===== src/rtl/core/mmd_pkg.sv =====
// ----------------------------------------------------------------------------
// mmd_pkg
// Shared types and constants of the dense matrix multiply block: field widths,
// command and register codes, and the beat that runs along the cell chain.
// ----------------------------------------------------------------------------
package mmd_pkg;

    // default largest matrix side
    localparam int MAX_DIM_DEF = 8;

    // field widths
    localparam int CMD_W   = 2;
    localparam int IDX_W   = 3;
    localparam int ELEM_W  = 16;
    localparam int PROD_W  = 2 * ELEM_W;
    localparam int ACC_W   = 36;
    localparam int SIZE_W  = 4;

    // stream widths, padded to whole bytes
    localparam int S_TDATA_W = 24;
    localparam int M_TDATA_W = 48;

    // configuration port
    localparam int CFG_IDX_W  = 2;
    localparam int CFG_DATA_W = SIZE_W;

    localparam logic [CFG_IDX_W-1:0] REG_ROWS  = 2'd0;
    localparam logic [CFG_IDX_W-1:0] REG_COLS  = 2'd1;
    localparam logic [CFG_IDX_W-1:0] REG_INNER = 2'd2;

    // commands
    localparam logic [CMD_W-1:0] CMD_LOAD_A = 2'd0;
    localparam logic [CMD_W-1:0] CMD_LOAD_B = 2'd1;
    localparam logic [CMD_W-1:0] CMD_START  = 2'd2;

    // one A element moving down the chain with its inner index
    typedef struct packed {
        logic                     valid;
        logic                     first;
        logic [IDX_W-1:0]         k;
        logic signed [ELEM_W-1:0] a;
    } t_lane;

    // broadcast write of one B element
    typedef struct packed {
        logic              en;
        logic [IDX_W-1:0]  row;
        logic [IDX_W-1:0]  col;
        logic [ELEM_W-1:0] data;
    } t_bwr;

endpackage


===== src/rtl/core/mmd_cell.sv =====
// ----------------------------------------------------------------------------
// mmd_cell
// One multiply-accumulate cell of the chain. Holds one column of B and the
// running sum of one result column; passes the A beat to its right neighbor.
// ----------------------------------------------------------------------------
module mmd_cell #(
    parameter int MAX_DIM = mmd_pkg::MAX_DIM_DEF,
    parameter int COL_ID  = 0
) (
    input  logic                            i_clk,
    input  logic                            i_rst_n,
    input  mmd_pkg::t_lane                  i_lane,
    input  mmd_pkg::t_bwr                   i_bwr,
    output mmd_pkg::t_lane                  o_lane,
    output logic signed [mmd_pkg::ACC_W-1:0] o_result
);

    localparam int KW = (MAX_DIM > 1) ? $clog2(MAX_DIM) : 1;

    logic [mmd_pkg::ELEM_W-1:0]         r_b [MAX_DIM];
    mmd_pkg::t_lane                     r_lane;
    logic signed [mmd_pkg::PROD_W-1:0]  r_prod;
    logic                               r_pvalid;
    logic                               r_pfirst;
    logic signed [mmd_pkg::ACC_W-1:0]   r_acc;
    logic signed [mmd_pkg::ACC_W-1:0]   n_acc;
    logic signed [mmd_pkg::ACC_W-1:0]   prod_ext;

    // column store of B, written by broadcast
    always_ff @(posedge i_clk) begin
        if (i_bwr.en && (i_bwr.col == mmd_pkg::IDX_W'(COL_ID))) begin
            r_b[i_bwr.row[KW-1:0]] <= i_bwr.data;
        end
    end

    // pass the beat on to the neighbor
    always_ff @(posedge i_clk) begin
        if (!i_rst_n) begin
            r_lane.valid <= 1'b0;
        end else begin
            r_lane.valid <= i_lane.valid;
        end
        r_lane.first <= i_lane.first;
        r_lane.k     <= i_lane.k;
        r_lane.a     <= i_lane.a;
    end

    // multiply stage
    always_ff @(posedge i_clk) begin
        if (!i_rst_n) begin
            r_pvalid <= 1'b0;
        end else begin
            r_pvalid <= i_lane.valid;
        end
        r_pfirst <= i_lane.first;
        r_prod   <= i_lane.a * $signed(r_b[i_lane.k[KW-1:0]]);
    end

    // accumulate stage, restarted by the first inner term
    assign prod_ext = {{(mmd_pkg::ACC_W - mmd_pkg::PROD_W){r_prod[mmd_pkg::PROD_W-1]}}, r_prod};

    always_comb begin
        n_acc = r_acc;
        if (r_pvalid) begin
            n_acc = r_pfirst ? prod_ext : (r_acc + prod_ext);
        end
    end

    always_ff @(posedge i_clk) begin
        r_acc <= n_acc;
    end

    assign o_lane   = r_lane;
    assign o_result = r_acc;

endmodule


===== config.mk =====
export PLATFORM = sky130hd
export DESIGN_NAME = mmd_cell
export DESIGN_NICKNAME = d
export VERILOG_FILES = /design/src/rtl/core/mmd_pkg.sv /design/src/rtl/core/mmd_cell.sv
export SDC_FILE = /design/constraint.sdc
export NUM_CORES = 1
export LEC_CHECK = 0
export BUFFER_PORTS_ARGS = -buffer_cell sky130_fd_sc_hd__buf_2
export CORE_ASPECT_RATIO = 1.5
export CORE_MARGIN = 3
export CORE_UTILIZATION = 40
export CTS_CLUSTER_DIAMETER = 30
export DETAILED_ROUTE_END_ITERATION = 16
export PLACE_DENSITY = 0.59
export SYNTH_ARGS = -nofsm -noshare
export SYNTH_HDL_FRONTEND = slang
export SYNTH_SLANG_ARGS = --single-unit

===== constraint.sdc =====
create_clock -name i_clk -period 8.5 [get_ports i_clk]
set_clock_uncertainty 0.05 [all_clocks]
set_input_delay 1.275 -clock i_clk [delete_from_list [all_inputs] [get_ports i_clk]]
set_output_delay 1.275 -clock i_clk [all_outputs]
set_load 0.05 [all_outputs]

==> summary.json <==
{
  "timing": {
    "portion_of_the_clock_cycle_consumed_by_the_worst_path_in_the_final_layout": 0.9081,
    "fmax_mhz": 129.6,
    "worstMarginPinSlew_ns": 0.6359,
    "rsz0062_at_grt": "false",
    "fin_setup_tns_ns": 0,
    "setup_viol": 0,
    "finalHoldViolCount": 0,
    "timing.final.crit_period_ns": 7.719,
    "worst_slew_margin_rel": 0.5735,
    "fin_worst_hold_slack_ns": 0.4843,
    "slew_viol_final": 0
  },
  "setup_path": {
    "worstPathArrival_ns": 8.10,
    "crit-reg2reg-capture": "r_prod[30]",
    "crit_required_ns": 8.88,
    "crit_type": "input port to flop",
    "worstPathMaxFanout": 16,
    "ff_to_ff_start": "r_b[6][6]",
    "regToRegSetupSlack_ns": 1.56,
    "setup.worst_path.start": "i_lane[16]",
    "crit_end": "r_prod[30]",
    "worst_reg2reg_path_depth": 23,
    "critical_path_startpoint_category": "input port",
    "crit_path_end_kind": "flop"
  },
  "logic_synthesis": {
    "synth_enable_flop_cells": 164,
    "netlist.top_cell.by_area": "fa_1",
    "synth-compound-area-share": 0.07264,
    "synth_top_cell_area_share": 0.2756,
    "synth.yosys.warnings": 0,
    "synth_ff_type": "edfxtp_1",
    "post_synth_fa_ha_maj_area_fraction": 0.3522,
    "synth_top_family_by_area": "adder cells",
    "most_instantiated_library_cell_after_synthesis": "inv_1",
    "synth.area.top_cells": "fa_1 28%, edfxtp_1 26%, ha_1 7.7%",
    "syn-cell-area_um2": 19100,
    "synth-seq-cells": 217,
    "syn_avg_cell_area_um2": 11.13,
    "async_flop_share": 0,
    "synth-xor-area-share": 0.02888,
    "muxShareOfSynthArea": 0.04997,
    "post_synth_inst_count": 1717,
    "synthSimpleGateAreaFrac": 0.1076,
    "synth_commonest_cells": "325 x inv_1, 263 x fa_1, 164 x edfxtp_1, 158 x nand2_1, 117 x ha_1",
    "synth_nets": 2143,
    "portion_of_the_post_synthesis_area_used_by_sequential_elements": 0.3133,
    "synth_cell_type_count": 60
  },
  "routing": {
    "vias_per_instance": 4.996,
    "drc": 0,
    "totalWireLength_mm": 42.84,
    "drt_first_pass_iters": 4,
    "detail_route.iter0.violations": 362,
    "route.vias.total": 12310,
    "final_antenna_net_count": 0,
    "post_drt_wl_per_cell_um": 17.39
  },
  "worst_hold_path": {
    "timing.hold.worst.class": "flop to flop"
  },
  "place": {
    "dp_hpwl_mm": 33.13,
    "routabilityCongestion": 0.8755,
    "port-buffer-count": 102
  },
  "die": {
    "core_area_um2": 46970,
    "die_height_um": 273.7,
    "floorplan.initialDensity": 0.4067,
    "chipWidth_um": 184.4,
    "rows": 97,
    "fp.dieArea_um2": 50470,
    "design.portCount": 103
  },
  "clock_tree": {
    "post_cts_resize_count": 0,
    "cts_num_sinks": 217,
    "ctsLongestPathBuffers": 3,
    "cts-root-buf": "clkbuf_16",
    "cts_tree": "yes",
    "post_cts_hold_buffer_count": 0,
    "clk_latency_ns": 0.57,
    "post-cts-setup-buffer-count": 0,
    "numCtsBuffers": 43,
    "cts-htree-levels": 2,
    "clkSlewWorstSetupHoldPaths_ns": 0.04
  },
  "global_route": {
    "grt_first_pass_wirelength_mm": 70.43,
    "grt_start_max_net_pins": 69,
    "number_of_antenna_violations_at_the_first_check_in_global_routing": 2,
    "grt_use_total": 0.1768,
    "first_global_vias": 13680,
    "global_route_overflow": 0
  },
  "finish": {
    "final.fill_count": 4253,
    "drive_gt1_frac": 0.1439,
    "layout.nets": 2260,
    "area_growth_syn_to_layout_pct": 14.51,
    "finalCoreUtilization": 0.4658
  },
  "run": {
    "timing.max_cap.violations": 0
  },
  "outcome": {
    "status": "finished clean"
  }
}
[worst min-delay path by stage]
stage	cells after the start	slack [ns]	from	end
2_1_floorplan	2	0.46	r_prod[10]	o_result[10]
3_3_place_gp	2	0.48	r_prod[21]	o_result[21]
3_5_place_dp	2	0.49	r_prod[6]	o_result[6]
4_1_cts	2	0.50	r_prod[25]	o_result[25]
5_1_grt	2	0.52	r_prod[21]	o_result[21]
6_report	2	0.48	r_prod[21]	o_result[21]
[cell type report]
type | instances | area, um2 | share of cell area
diodes | 1 | 2.502 | 0.0001144
clock buffers | 54 | 1242 | 0.05679
clock inverters | 26 | 271.5 | 0.01241
inverters | 326 | 1224 | 0.05594
multi-input cells | 1120 | 11690 | 0.5343
flip-flops and latches | 217 | 5988 | 0.2737
well taps | 594 | 743.2 | 0.03397
repair buffers | 126 | 715.7 | 0.03272
[placed cells by master, fill, tap and decap left out, types with 7 or more instances in the layout]
cell	instances
xnor2_1	44
buf_4	22
dfxtp_1	51
nand2b_1	28
o21a_1	13
o211ai_1	7
nand2_1	158
a21oi_1	53
and2_1	48
fa_1	263
clkbuf_16	47
buf_2	102
o21bai_1	10
a211oi_1	13
nor2b_1	81
or2_2	7
nand4_1	8
mux4_2	32
nor3_1	7
edfxtp_1	164
nor2_1	45
nand3_1	8
a21o_1	28
ha_1	117
xor2_1	19
mux2_2	11
inv_1	325
o21ai_0	52
mux2i_1	11
[sequential cells by signal, summed over array words and instances (netlist names)]
register / flops
o_lane: 19
o_result: 36
r_b: 128
r_pfirst: 1
r_prod: 32
r_pvalid: 1
[logic make-up after synthesis]
family	after synthesis
XOR/XNOR	63
buffers and inverters	380
multiplexers	54
AO/OA/AOI/OAI	213
AND/OR/NAND/NOR	410
adder cells (fa/ha/maj)	380
flip-flops	217
[critical path: stages]
cell and delay [ns]:
buf_2 0.12, buf_4 0.25, mux4_2 0.53, mux2i_1 0.23
buf_4 0.29, nor2b_1 0.09, fa_1 0.48, inv_1 0.05
fa_1 0.48, fa_1 0.53, inv_1 0.06, fa_1 0.49
fa_1 0.49, inv_1 0.05, fa_1 0.47, inv_1 0.04
ha_1 0.36, and3_1 0.20, o211ai_1 0.18, o311a_1 0.34
o21ai_1 0.23, a21oi_2 0.15, a21oi_1 0.27, a211oi_1 0.12
a311o_1 0.32
[layer usage]
layer,global-route usage,up-vias,wire length (um)
li1,-,5795,-
met1,0.2049,6163,17280
met2,0.3257,256,22510
met3,0.02393,95,1619
met4,0.07167,2,1417
met5,0,-,13
[stage by stage]
step	setup slack, ns	cells	cell area [um2]
finish	0.7812	2464	21880
floorplan	0.4280	1717	19100
global placement	0.3761	2383	20360
CTS	0.8360	2463	21870
global route	0.5917	2464	21880
detailed placement	0.2463	2383	20360
Power is not shown: default switching activity piles up to over one toggle a cycle in this logic, so the estimate is an artifact.
